<file path="src/sv/bndil_pkg.sv">
package bndil_pkg;

    localparam int DEF_MAX_WIDTH = 1024;
    localparam int MAX_HEIGHT    = 1024;
    localparam int PIX_W         = 8;
    localparam int CFG_IDX_W     = 2;
    localparam int CFG_DATA_W    = 11;
    // result queue depth, a power of two so the pointers wrap on their own
    localparam int FIFO_DEPTH    = 4;

    typedef enum logic [CFG_IDX_W-1:0] {
        REG_IMAGE_WIDTH  = 2'd0,
        REG_IMAGE_HEIGHT = 2'd1,
        REG_WHITE_MODE   = 2'd2,
        REG_THRESHOLD    = 2'd3
    } cfg_reg_t;

    localparam logic OP_PIXEL = 1'b0;
    localparam logic OP_DRAIN = 1'b1;

    localparam logic [CFG_DATA_W-1:0] RST_WIDTH     = 11'd1024;
    localparam logic [CFG_DATA_W-1:0] RST_HEIGHT    = 11'd1024;
    localparam logic                  RST_WHITE     = 1'b1;
    localparam logic [PIX_W-1:0]      RST_THRESHOLD = 8'd127;

    localparam logic [PIX_W-1:0] PIX_BLACK = 8'd0;
    localparam logic [PIX_W-1:0] PIX_WHITE = 8'd255;

    // one column of marks around a centre row
    typedef struct packed {
        logic top;
        logic mid;
        logic bot;
    } col_t;

    typedef struct packed {
        logic             last;
        logic [PIX_W-1:0] pix;
    } result_t;

endpackage

</file>
<file path="src/sv/bndil_ram.sv">
module bndil_ram #(
    parameter int WIDTH = 1,
    parameter int DEPTH = 2
) (
    input  logic                     aclk,
    input  logic                     wr_en,
    input  logic [$clog2(DEPTH)-1:0] wr_addr,
    input  logic [WIDTH-1:0]         wr_data,
    input  logic                     rd_en,
    input  logic [$clog2(DEPTH)-1:0] rd_addr,
    output logic [WIDTH-1:0]         rd_data
);

    logic [WIDTH-1:0] mem_reg [DEPTH];
    logic [WIDTH-1:0] rd_data_reg;

    // read returns the old word when the same entry is written at that edge
    always_ff @(posedge aclk) begin
        if (wr_en) begin
            mem_reg[wr_addr] <= wr_data;
        end
        if (rd_en) begin
            rd_data_reg <= mem_reg[rd_addr];
        end
    end

    assign rd_data = rd_data_reg;

endmodule

</file>
<file path="src/sv/binary_neighbor_dilate_3x3.sv">
// Channel   Direction  Beat contents
// s_        in         tdata = pixel_in, tuser = opcode (pixel or drain)
// m_        out        tdata = pixel_out (0 or 255), tlast = frame_end
// cfg_      in         cfg_index selects register, cfg_data = value (low bits)
//
// One item per clock while s_tready is high; a result passes the stage-1
// register and then the result queue before it reaches m_tvalid.
// Per-column line marks sit in one single-port-read memory, read at accept and
// written back the next cycle; a bypass covers back-to-back use of one column.
// aresetn (synchronous) restores the register defaults and restarts the frame.
// A four-entry result queue takes m_tready stalls; s_tready drops only when
// the queue and the result in flight would fill it.
module binary_neighbor_dilate_3x3 import bndil_pkg::*; #(
    parameter int MAX_WIDTH = DEF_MAX_WIDTH
) (
    input  logic                  aclk,
    input  logic                  aresetn,
    input  logic                  s_tvalid,
    output logic                  s_tready,
    input  logic [PIX_W-1:0]      s_tdata,   // [7:0] pixel_in
    input  logic                  s_tuser,   // [0] opcode
    output logic                  m_tvalid,
    input  logic                  m_tready,
    output logic [PIX_W-1:0]      m_tdata,   // [7:0] pixel_out
    output logic                  m_tlast,
    input  logic                  cfg_valid,
    output logic                  cfg_ready,
    input  logic [CFG_IDX_W-1:0]  cfg_index,
    input  logic [CFG_DATA_W-1:0] cfg_data
);

    localparam int CW  = $clog2(MAX_WIDTH);
    localparam int WW  = $clog2(MAX_WIDTH + 1);
    localparam int RW  = $clog2(MAX_HEIGHT + 1);
    localparam int KRW = $clog2(MAX_HEIGHT);
    localparam int FPW = $clog2(FIFO_DEPTH);
    localparam int FCW = $clog2(FIFO_DEPTH + 1);

    typedef struct packed {
        logic          valid;
        logic          wr;
        logic          emit;
        logic          mark;
        logic [CW-1:0] addr;
        logic          top_clamp;
        logic          drain;
        logic          flat;
        logic          k_first;
        logic          k_last;
        logic          frame_end;
    } stage_t;

    // configuration
    logic [CFG_DATA_W-1:0] width_cfg_reg, width_cfg_next;
    logic [CFG_DATA_W-1:0] height_cfg_reg, height_cfg_next;
    logic                  white_reg, white_next;
    logic [PIX_W-1:0]      thr_reg, thr_next;
    logic                  cfg_we;
    logic                  restart;

    logic [WW-1:0]  w_eff;
    logic [RW-1:0]  h_eff;
    logic [CW-1:0]  wm1;
    logic [KRW-1:0] hm1;
    logic           h_one;

    // position counters
    logic [CW-1:0]  col_reg, col_next;
    logic [RW-1:0]  row_reg, row_next;
    logic [CW-1:0]  kc_reg, kc_next;
    logic [KRW-1:0] kr_reg, kr_next;
    logic           first_mark_reg, first_mark_next;

    logic          accept;
    logic          is_pix;
    logic          frame_in;
    logic          pix_take;
    logic          drain_take;
    logic          mark;
    logic          pix_emit;
    logic          emit0;
    logic          k_done;
    logic          col_last;
    logic [CW-1:0] col_inc;
    logic [CW-1:0] rd_addr;

    stage_t s1_reg, s1_next;

    // memory and bypass
    logic [1:0]    ram_q;
    logic [1:0]    line;
    logic          ram_we;
    logic [1:0]    ram_wd;
    logic          lw_valid_reg;
    logic [CW-1:0] lw_addr_reg;
    logic [1:0]    lw_data_reg;
    logic          upper;
    logic          middle;
    logic          fm;

    col_t arr;
    col_t a1_reg, a1_next;
    col_t a2_reg, a2_next;
    col_t lc, cc, rc;
    logic any_mark;

    // result queue
    result_t          fifo_mem_reg [FIFO_DEPTH];
    result_t          res;
    logic [FPW-1:0]   wr_ptr_reg, wr_ptr_next;
    logic [FPW-1:0]   rd_ptr_reg, rd_ptr_next;
    logic [FCW-1:0]   fifo_cnt_reg, fifo_cnt_next;
    logic             push;
    logic             pop;
    logic [FCW:0]     credit;

    // ---------------------------------------------------------------- config
    assign cfg_ready = 1'b1;
    assign cfg_we    = cfg_valid & cfg_ready;

    always_comb begin
        width_cfg_next  = width_cfg_reg;
        height_cfg_next = height_cfg_reg;
        white_next      = white_reg;
        thr_next        = thr_reg;
        restart         = 1'b0;
        if (cfg_we) begin
            unique case (cfg_reg_t'(cfg_index))
                REG_IMAGE_WIDTH: begin
                    width_cfg_next = cfg_data;
                    restart        = 1'b1;
                end
                REG_IMAGE_HEIGHT: begin
                    height_cfg_next = cfg_data;
                    restart         = 1'b1;
                end
                REG_WHITE_MODE: begin
                    white_next = cfg_data[0];
                    restart    = 1'b1;
                end
                REG_THRESHOLD: begin
                    thr_next = cfg_data[PIX_W-1:0];
                end
            endcase
        end
    end

    always_comb begin
        if (width_cfg_reg == '0) begin
            w_eff = WW'(1);
        end else if (32'(width_cfg_reg) > 32'(MAX_WIDTH)) begin
            w_eff = WW'(MAX_WIDTH);
        end else begin
            w_eff = WW'(width_cfg_reg);
        end
        if (height_cfg_reg == '0) begin
            h_eff = RW'(1);
        end else if (32'(height_cfg_reg) > 32'(MAX_HEIGHT)) begin
            h_eff = RW'(MAX_HEIGHT);
        end else begin
            h_eff = RW'(height_cfg_reg);
        end
    end

    assign wm1   = CW'(w_eff - WW'(1));
    assign hm1   = KRW'(h_eff - RW'(1));
    assign h_one = (h_eff == RW'(1));

    // ---------------------------------------------------------------- stage 0
    assign accept     = s_tvalid & s_tready;
    assign is_pix     = (s_tuser == OP_PIXEL);
    assign frame_in   = (row_reg < h_eff);
    assign pix_take   = accept & is_pix & frame_in;
    assign drain_take = accept & ~is_pix & ~frame_in;
    assign mark       = white_reg ? (s_tdata > thr_reg) : (s_tdata < thr_reg);
    // a pixel gives a result once a row and one pixel have gone by
    assign pix_emit   = (row_reg >= RW'(2)) || ((row_reg == RW'(1)) && (col_reg != '0));
    assign emit0      = (pix_take & pix_emit) | drain_take;
    assign k_done     = (kc_reg == wm1) && (kr_reg == hm1);
    assign col_last   = (col_reg == wm1);
    assign col_inc    = col_last ? '0 : col_reg + CW'(1);

    // a single-row frame drains one column ahead, clamped at the right edge
    assign rd_addr = (~is_pix & h_one & ~col_last) ? col_reg + CW'(1) : col_reg;

    always_comb begin
        col_next        = col_reg;
        row_next        = row_reg;
        kc_next         = kc_reg;
        kr_next         = kr_reg;
        first_mark_next = first_mark_reg;
        if (restart) begin
            col_next = '0;
            row_next = '0;
            kc_next  = '0;
            kr_next  = '0;
        end else begin
            if (pix_take) begin
                col_next = col_inc;
                if (col_last) begin
                    row_next = row_reg + RW'(1);
                end
                if (row_reg == '0 && col_reg == '0) begin
                    first_mark_next = mark;
                end
            end
            if (drain_take) begin
                col_next = col_inc;
            end
            if (emit0) begin
                if (k_done) begin
                    col_next = '0;
                    row_next = '0;
                    kc_next  = '0;
                    kr_next  = '0;
                end else if (kc_reg == wm1) begin
                    kc_next = '0;
                    kr_next = kr_reg + KRW'(1);
                end else begin
                    kc_next = kc_reg + CW'(1);
                end
            end
        end
    end

    always_comb begin
        s1_next.valid     = pix_take | drain_take;
        s1_next.wr        = pix_take;
        s1_next.emit      = emit0;
        s1_next.mark      = mark;
        s1_next.addr      = rd_addr;
        s1_next.top_clamp = is_pix ? (row_reg == RW'(1)) : h_one;
        s1_next.drain     = ~is_pix;
        s1_next.flat      = is_pix & h_one;
        s1_next.k_first   = (kc_reg == '0);
        s1_next.k_last    = (kc_reg == wm1);
        s1_next.frame_end = k_done;
    end

    // ---------------------------------------------------------------- line marks
    // entry per column: bit 1 = row above, bit 0 = latest row
    bndil_ram #(
        .WIDTH (2),
        .DEPTH (MAX_WIDTH)
    ) u_line_ram (
        .aclk    (aclk),
        .wr_en   (ram_we),
        .wr_addr (s1_reg.addr),
        .wr_data (ram_wd),
        .rd_en   (accept),
        .rd_addr (rd_addr),
        .rd_data (ram_q)
    );

    // take the word written at the edge of this read
    assign line   = (lw_valid_reg && lw_addr_reg == s1_reg.addr) ? lw_data_reg : ram_q;
    assign upper  = line[1];
    assign middle = line[0];
    assign ram_we = s1_reg.valid & s1_reg.wr;
    assign ram_wd = {middle, s1_reg.mark};
    assign fm     = first_mark_reg;

    // ---------------------------------------------------------------- stage 1
    always_comb begin
        if (s1_reg.flat) begin
            arr = '{top: fm, mid: fm, bot: fm};
        end else begin
            arr.top = s1_reg.top_clamp ? middle : upper;
            arr.mid = middle;
            arr.bot = s1_reg.drain ? middle : s1_reg.mark;
        end
    end

    always_comb begin
        a1_next = a1_reg;
        a2_next = a2_reg;
        if (s1_reg.valid) begin
            a1_next = arr;
            a2_next = a1_reg;
        end
    end

    // centre column is the previous arrival; clamp left and right at the edges
    assign cc = a1_reg;
    assign lc = s1_reg.k_first ? a1_reg : a2_reg;
    assign rc = s1_reg.k_last ? a1_reg : arr;

    assign any_mark = (|lc) | (|rc) | cc.top | cc.bot;

    assign res.pix  = (any_mark == white_reg) ? PIX_WHITE : PIX_BLACK;
    assign res.last = s1_reg.frame_end;
    assign push     = s1_reg.valid & s1_reg.emit;

    // ---------------------------------------------------------------- result queue
    assign pop      = m_tvalid & m_tready;
    assign credit   = (FCW + 1)'(fifo_cnt_reg) + (FCW + 1)'(push);
    assign s_tready = (credit < (FCW + 1)'(FIFO_DEPTH));

    always_comb begin
        wr_ptr_next   = push ? wr_ptr_reg + FPW'(1) : wr_ptr_reg;
        rd_ptr_next   = pop ? rd_ptr_reg + FPW'(1) : rd_ptr_reg;
        fifo_cnt_next = fifo_cnt_reg;
        if (push && !pop) begin
            fifo_cnt_next = fifo_cnt_reg + FCW'(1);
        end else if (pop && !push) begin
            fifo_cnt_next = fifo_cnt_reg - FCW'(1);
        end
    end

    assign m_tvalid = (fifo_cnt_reg != '0);
    assign m_tdata  = fifo_mem_reg[rd_ptr_reg].pix;
    assign m_tlast  = fifo_mem_reg[rd_ptr_reg].last;

    // ---------------------------------------------------------------- registers
    always_ff @(posedge aclk) begin
        if (!aresetn) begin
            width_cfg_reg  <= RST_WIDTH;
            height_cfg_reg <= RST_HEIGHT;
            white_reg      <= RST_WHITE;
            thr_reg        <= RST_THRESHOLD;
            col_reg        <= '0;
            row_reg        <= '0;
            kc_reg         <= '0;
            kr_reg         <= '0;
            first_mark_reg <= 1'b0;
            s1_reg         <= '0;
            lw_valid_reg   <= 1'b0;
            a1_reg         <= '0;
            a2_reg         <= '0;
            wr_ptr_reg     <= '0;
            rd_ptr_reg     <= '0;
            fifo_cnt_reg   <= '0;
        end else begin
            width_cfg_reg  <= width_cfg_next;
            height_cfg_reg <= height_cfg_next;
            white_reg      <= white_next;
            thr_reg        <= thr_next;
            col_reg        <= col_next;
            row_reg        <= row_next;
            kc_reg         <= kc_next;
            kr_reg         <= kr_next;
            first_mark_reg <= first_mark_next;
            s1_reg         <= s1_next;
            lw_valid_reg   <= ram_we;
            a1_reg         <= a1_next;
            a2_reg         <= a2_next;
            wr_ptr_reg     <= wr_ptr_next;
            rd_ptr_reg     <= rd_ptr_next;
            fifo_cnt_reg   <= fifo_cnt_next;
        end
    end

    always_ff @(posedge aclk) begin
        lw_addr_reg <= s1_reg.addr;
        lw_data_reg <= ram_wd;
        if (push) begin
            fifo_mem_reg[wr_ptr_reg] <= res;
        end
    end

    // ---------------------------------------------------------------- checks
    a_credit: assert property (@(posedge aclk) disable iff (!aresetn)
        credit <= (FCW + 1)'(FIFO_DEPTH))
        else $error("result queue over-committed");

    a_binary: assert property (@(posedge aclk) disable iff (!aresetn)
        m_tvalid |-> (m_tdata == PIX_WHITE || m_tdata == PIX_BLACK))
        else $error("result pixel not binary");

    a_pos_range: assert property (@(posedge aclk) disable iff (!aresetn)
        (col_reg <= wm1) && (kc_reg <= wm1) && (kr_reg <= hm1))
        else $error("position counter beyond frame");

    a_restart: assert property (@(posedge aclk) disable iff (!aresetn)
        (emit0 && k_done) |=> (row_reg == '0 && col_reg == '0 && kc_reg == '0 &&
                               kr_reg == '0))
        else $error("frame did not restart after its last result");

    a_end_drain: assert property (@(posedge aclk) disable iff (!aresetn)
        (push && s1_reg.frame_end) |-> s1_reg.drain)
        else $error("frame end raised by a pixel beat");

endmodule
</file>
<file path="config.mk">
export PLATFORM = sky130hd
export DESIGN_NAME = binary_neighbor_dilate_3x3
export DESIGN_NICKNAME = d
export VERILOG_FILES = /design/src/sv/bndil_pkg.sv /design/src/sv/bndil_ram.sv /design/src/sv/binary_neighbor_dilate_3x3.sv
export SDC_FILE = /design/constraint.sdc
export NUM_CORES = 2
export LEC_CHECK = 0
export ABC_AREA = 1
export CAP_MARGIN = 20
export CORE_ASPECT_RATIO = 1.1
export CORE_MARGIN = 4
export CORE_UTILIZATION = 64
export CTS_CLUSTER_DIAMETER = 200
export CTS_CLUSTER_SIZE = 10
export DETAILED_ROUTE_END_ITERATION = 10
export DONT_BUFFER_PORTS = 1
export MAX_ROUTING_LAYER = met4
export PLACE_DENSITY_LB_ADDON = 0.25
export RECOVER_POWER = 100
export SYNTH_ARGS = -nofsm -noshare
export SYNTH_HDL_FRONTEND = slang
export SYNTH_SLANG_ARGS = --single-unit
</file>
<file path="constraint.sdc">
create_clock -name aclk -period 17.45 [get_ports aclk]
set_input_delay 1.745 -clock aclk [delete_from_list [all_inputs] [get_ports aclk]]
set_output_delay 1.745 -clock aclk [all_outputs]
set_load 0.02 [all_outputs]
</file>
# Yosys cells after proc, flatten, opt, wreduce, memory -nomap -nowiden
# Memory sizes are Yosys's and may differ from the RTL's. A register that Yosys moved wholly into a read port is not among the register bits.
# Cells that the tools add are included.
# totals
regBits,119
ram_bits,2084
inputBits,27
out_inout_bits,12
word_cells,150
n_memories,2
# mem_list
name,words,width,rd,rd_ports_with_merged_regs,wr,line_no,rtl
u_line_ram.mem_reg,1024,2,1,1,1,bndil_ram.sv:14,logic [WIDTH-1:0] mem_reg [DEPTH];
fifo_mem_reg,4,9,1,1,1,binary_neighbor_dilate_3x3.sv:108,result_t fifo_mem_reg [FIFO_DEPTH];
# classes
n_addsub,11
n_lt_le_gt_ge,7
n_eq_ne,10
muxes,37
n_bitwise,22
n_reduce_logical,29
# op_table
cell,count
10-bit two-way mux,12
11-bit two-way mux,6
10-bit == test,4
11-bit zero test,3
10-bit by 1-bit adder with 10-bit output (second input constant),3
11-bit by 1-bit == test with 1-bit output (second input constant),2
11-bit > comparator (second input constant),2
10-bit zero test,2
10-bit by 1-bit subtractor with 10-bit output (second input constant),2
3-bit two-way mux,5
1-bit AND,12
11-bit by 1-bit adder with 11-bit output (second input constant),1
11-bit by 2-bit greater-or-equal comparator with 1-bit output (second input constant),1
11-bit < comparator,1
1-bit two-way mux,10
2-bit AND reduction,5
10-bit nonzero test,1
3-bit OR reduction,3
8-bit > comparator,1
8-bit < comparator,1
8-bit two-way mux,1
1-bit logical AND,6
2-bit two-way mux,3
1-bit inverter,5
16 further kinds,24

# Logic depth before layout (Yosys ltp)
# depth
ltp_word,12
ltp_mapped,35
ltp_nobuf,31

# Modules after synthesis
# From an unflattened synthesis, not the netlist that was laid out.
# unflattened
hier_cells,9121
area_unflattened_um2,94668.3
# by_module_without_submodules
module,n_inst,cells_each,area_per_inst_um2,seq_area_each_um2
bndil_ram,1,7976,86973.4,61559.0
binary_neighbor_dilate_3x3,1,1145,7694.9,2662.6

# Least setup slack after synthesis
# OpenSTA, ideal clock, no wires.
# synth_path
path_type,reg2reg
startpoint,register s1_reg (netlist bit ram_wd[0])
endpoint,memory u_line_ram.mem_reg[0][0] (data pin)
arrival_ns,12.759
required_time_ns,14.632
path_slack_ns,1.873
path_stages_with_launch,1
period_less_slack_ns,15.577
path_cell_list,dfxtp_1
# synth_rtl
element,line_no,rtl
start: declaration,binary_neighbor_dilate_3x3.sv:87,"stage_t s1_reg, s1_next;"
start signal: assignment,binary_neighbor_dilate_3x3.sv:343,s1_reg <= s1_next;
end: declaration,bndil_ram.sv:14,
# Straight into the memory's write port.

# Worst setup path in the final report
# layout_path
startpoint,register s1_reg[9] (netlist name)
endpoint,memory u_line_ram.mem_reg[417][1] (data pin)
# layout_via
elab_chain_cells,3
# layout_rtl
element,line_no,rtl
10-bit == test,binary_neighbor_dilate_3x3.sv:256,assign line = (lw_valid_reg && lw_addr_reg == s1_reg.addr) ? lw_data_reg : ram_q;
1-bit logical AND,binary_neighbor_dilate_3x3.sv:256,
2-bit two-way mux,binary_neighbor_dilate_3x3.sv:256,
via line[0],binary_neighbor_dilate_3x3.sv:91,logic [1:0] line;
# The timed path passes the listed nets, and every way through them passes these cells.

==> tab_implementation.tex <==
\begin{tabular}{lr}
\hline
Metric & Value \\
\hline
\multicolumn{2}{l}{\textbf{Logic synthesis}} \\
\quad Netlist cell types & 53 \\
\quad Post-synth EDFFs & 2058 \\
\quad Main combinational cell family by area after synthesis & simple AND/OR/NAND/NOR gates \\
\quad Compound-gate portion of the synthesized area & 0.0256 \\
\quad Netlist Area Pre-Place & 98500 um\^{}2 \\
\quad Yosys warning total & 0 \\
\quad Post-synthesis share of cell area spent on xor and xnor gates & 0.00356 \\
\quad Most used flip-flop cell after synthesis & sky130\_fd\_sc\_hd\_\_edfxtp\_1 \\
\quad Synthesized Nets & 10200 \\
\quad Synth Area per Inst & roughly 9.7 um\^{}2 \\
\quad Area share of fa/ha/maj cells after synthesis & 0.00465 \\
\quad Sequential area share after synthesis & 0.652 \\
\quad Cell types occupying the most area after synthesis & sky130\_fd\_sc\_hd\_\_edfxtp\_1 63\%, sky130\_fd\_sc\_hd\_\_nand2\_1 11\%, sky130\_fd\_sc\_hd\_\_nand3\_1 7.6\% \\
\quad Portion of netlist area occupied by mux cells & 0.000102 \\
\quad Number of instances in the synthesized netlist & about 10000 \\
\quad Library cell with the largest summed area after synthesis & sky130\_fd\_sc\_hd\_\_edfxtp\_1 \\
\quad Area share of the largest cell type after synthesis & 0.628 \\
\quad Async set or reset register ratio after synthesis & 0 \\
\quad Synthesis-stage register bit count & 2179 \\
\quad Simple-gate share of the synthesized area & 0.238 \\
\multicolumn{2}{l}{\textbf{CTS}} \\
\quad Buffers from clock root to sink, at most & 3 \\
\quad Clock tree from TritonCTS & yes \\
\quad Clock slew at the register clock pins of the worst setup and hold paths & about 0.050 ns \\
\quad Number of buffers created by CTS & $\sim$240 \\
\quad Number of buffers inserted for hold repair after clock tree synthesis & 0 \\
\quad Post-CTS setup buffers & 0 \\
\quad Clock Root Buffer & sky130\_fd\_sc\_hd\_\_clkbuf\_16 \\
\quad Clock latency reported for the late side of the worst-skew pair & slightly below 0.9 ns \\
\quad \# H-tree levels & 4 \\
\quad Clock sinks & 2179 \\
\quad Number of gates resized after cts & 0 \\
\multicolumn{2}{l}{\textbf{Timing}} \\
\quad Post-route minimum period & 12.09 ns \\
\quad Achievable frequency & 82.7 MHz \\
\quad RSZ-0062 raised after global routing & false \\
\quad Post-route fraction of the period consumed by the critical path & 0.693 \\
\quad Final sum of negative setup slack & 0 ns \\
\quad Final number of hold-violating endpoints & 0 \\
\quad Max Clock Skew & 0.0524 ns \\
\quad Slew margin rel. & -3.21 \\
\quad Number of endpoints failing setup at the final stage & 0 \\
\quad Final max-slew violation count & 3242 \\
\quad Transition at the pin with the smallest max-transition slack & between 6 and 7 ns \\
\multicolumn{2}{l}{\textbf{Die}} \\
\quad Area inside the core boundary & 152000 um\^{}2 \\
\quad Number of standard-cell rows in the floorplan & 150 \\
\quad Die outline area & 160000 um\^{}2 \\
\quad Count of boundary I/O pins & 39 \\
\quad Starting Density & 0.646 \\
\quad Chip Height & between 400 and 500 um \\
\quad Die boundary width & roughly 380 um \\
\multicolumn{2}{l}{\textbf{Global routing}} \\
\quad Number of antenna violations at the first check in global routing & 5 \\
\quad Vias in the first global route & 70300 \\
\quad Gr usage total & 0.341 \\
\quad Pin count of the biggest net entering global routing & 248 \\
\quad First-pass GRT wire length & 404000 um \\
\quad GRT Residual Overflow & 0 \\
\multicolumn{2}{l}{\textbf{Setup path}} \\
\quad Required time of the critical path & 17.47 ns \\
\quad Worst-path fanout max & 172 \\
\quad Critical Path Source Type & register \\
\quad Setup Crit Path Kind & register to register \\
\quad Capturing element type of the critical path & register \\
\quad Data arrival time of the critical path & 12.10 ns \\
\multicolumn{2}{l}{\textbf{Min path}} \\
\quad Min-delay worst type & register to register \\
\multicolumn{2}{l}{\textbf{Job}} \\
\quad Total of max-cap violations & 61 \\
\multicolumn{2}{l}{\textbf{Cells and area}} \\
\quad Share of final-layout standard cells stronger than drive strength 1 & 0.0365 \\
\quad Post-layout util & 0.690 \\
\quad Growth of design area from synthesis to finish & 6.87\% \\
\quad Final \#Nets & 9913 \\
\quad \# fillers & 11200 \\
\quad Largest register FFs & 2048 \\
\multicolumn{2}{l}{\textbf{Route}} \\
\quad DRC violation count after routing & 0 \\
\quad Via count of the routed design & between 70000 and 80000 \\
\quad Number of iterations in the first detailed-routing pass & 8 \\
\quad Total Wirelength & 267000 um \\
\quad Count of nets left with antenna violations after detail routing & 0 \\
\quad Initial DRC count & 10300 \\
\quad Avg WL per Cell & 22.3 um \\
\quad Number of vias per cell & about 6.0 \\
\multicolumn{2}{l}{\textbf{Run status}} \\
\quad Result of the run & complete, but fails checks \\
\quad Violated checks & max-capacitance violations, max-slew violations \\
\multicolumn{2}{l}{\textbf{Placed design}} \\
\quad IO buf count & 0 \\
\quad Half-perimeter wire length after detailed placement & 141000 um \\
\quad Global placement routability congestion & 0.892 \\
\multicolumn{2}{l}{\textbf{Pwr}} \\
\quad Total power after layout & 10.9 mW \\
\quad Power per cell area & 103 nW/um\^{}2 \\
\quad Worst vdd ir & 96.2 uV \\
\quad Total leakage power & 40.7 nW \\
\hline
\end{tabular}
-- final timing paths --
path	from	to	slack, ns	cells past startpoint
max	s1_reg[9]	u_line_ram.mem_reg[417][1]	5.36	11
min	s1_reg[9]	lw_addr_reg[3]	0.40	0
max reg2reg	s1_reg[9]	u_line_ram.mem_reg[417][1]	5.36	11
min reg2reg	s1_reg[9]	lw_addr_reg[3]	0.40	0
-- critical path: stages, from the launching register on --
cell and delay (ns):
sky130_fd_sc_hd__dfxtp_1 0.38, sky130_fd_sc_hd__inv_1 0.12, sky130_fd_sc_hd__nand2_1 0.08, sky130_fd_sc_hd__o21ai_0 0.07
sky130_fd_sc_hd__nor2_1 0.11, sky130_fd_sc_hd__o2111ai_1 0.09, sky130_fd_sc_hd__a2111oi_0 0.64, sky130_fd_sc_hd__nand2_1 0.39
sky130_fd_sc_hd__mux2i_1 0.41, sky130_fd_sc_hd__clkinvlp_2 4.70, sky130_fd_sc_hd__clkbuf_1 2.36, sky130_fd_sc_hd__clkbuf_1 1.69
-- through the flow --
stage               std cells  hold WS, ns  area [um^2]  setup slack (ns)
floorplan               10100        0.376        98500              1.87
global placement        11600        0.387        99000              9.97
detailed placement      11700        0.389        99300              9.89
CTS                     11900        0.398       106000              9.85
global route            12000        0.409       105000              4.59
finish                  12000        0.398       105000              5.36
-- layer usage --
metal,up-vias,part of all wire,wire [um],GRT usage
li1,32600,-,-,-
met1,34300,0.36,96300,0.426
met2,4338,0.47,125000,0.535
met3,836,0.12,31300,0.0715
met4,0,0.052,13800,0.168
met5,-,0,0,-
-- layout by cell type, fill, tap and decap left out, drive strengths merged, types with 80 or more instances in the layout --
cell / count
edfxtp: 2058
inv: 1138
o21ai: 208
o211ai: 123
nand2: 2920
dfxtp: 121
nor2: 1167
nand3: 1500
clkbuf: 316
buf: 80
-- power breakdown --
| group | leakage [nW] | total [mW] | internal, mW | switching [mW] |
|---|---|---|---|---|
| logic | 18.0 | 0.634 | 0.135 | 0.500 |
| registers | 19.6 | 5.91 | 5.89 | 0.0176 |
| clock network | 3.07 | 4.32 | 2.40 | 1.92 |
| total | 40.7 | 10.9 | 8.43 | 2.44 |
-- area by class of cell --
type,count,area (um^2),share of cell area
Clock inverter,14,263,0.00250
Inverter,1135,4280,0.0406
Multi-Input combinational cell,6174,26800,0.254
Tap cell,2052,2570,0.0244
Antenna cell,8,20.0,0.000190
Clock buffer,271,6040,0.0574
Sequential cell,2179,64200,0.610
Timing Repair Buffer,125,1060,0.0101
-- cells by family after synthesis --
family                   after synthesis
AND/OR/NAND/NOR                     5679
flip-flops                          2179
adder cells (fa/ha/maj)               36
multiplexers                           1
other                                  1
buffers and inverters               1796
AO/OA/AOI/OAI                        417
XOR/XNOR                              40
-- cell usage after synthesis (49+ instances only) --
cell and instances:
sky130_fd_sc_hd__dfxtp_1 121, sky130_fd_sc_hd__nand3_1 1497, sky130_fd_sc_hd__edfxtp_1 2058, sky130_fd_sc_hd__nand2_1 2913, sky130_fd_sc_hd__nor3_1 57, sky130_fd_sc_hd__buf_4 86, sky130_fd_sc_hd__buf_2 274, sky130_fd_sc_hd__a21oi_1 49
sky130_fd_sc_hd__o21ai_0 176, sky130_fd_sc_hd__clkbuf_1 247, sky130_fd_sc_hd__o211ai_1 123, sky130_fd_sc_hd__inv_1 1124, sky130_fd_sc_hd__nor2_1 1166
No activity file was read; power rests on OpenSTA's default activity.
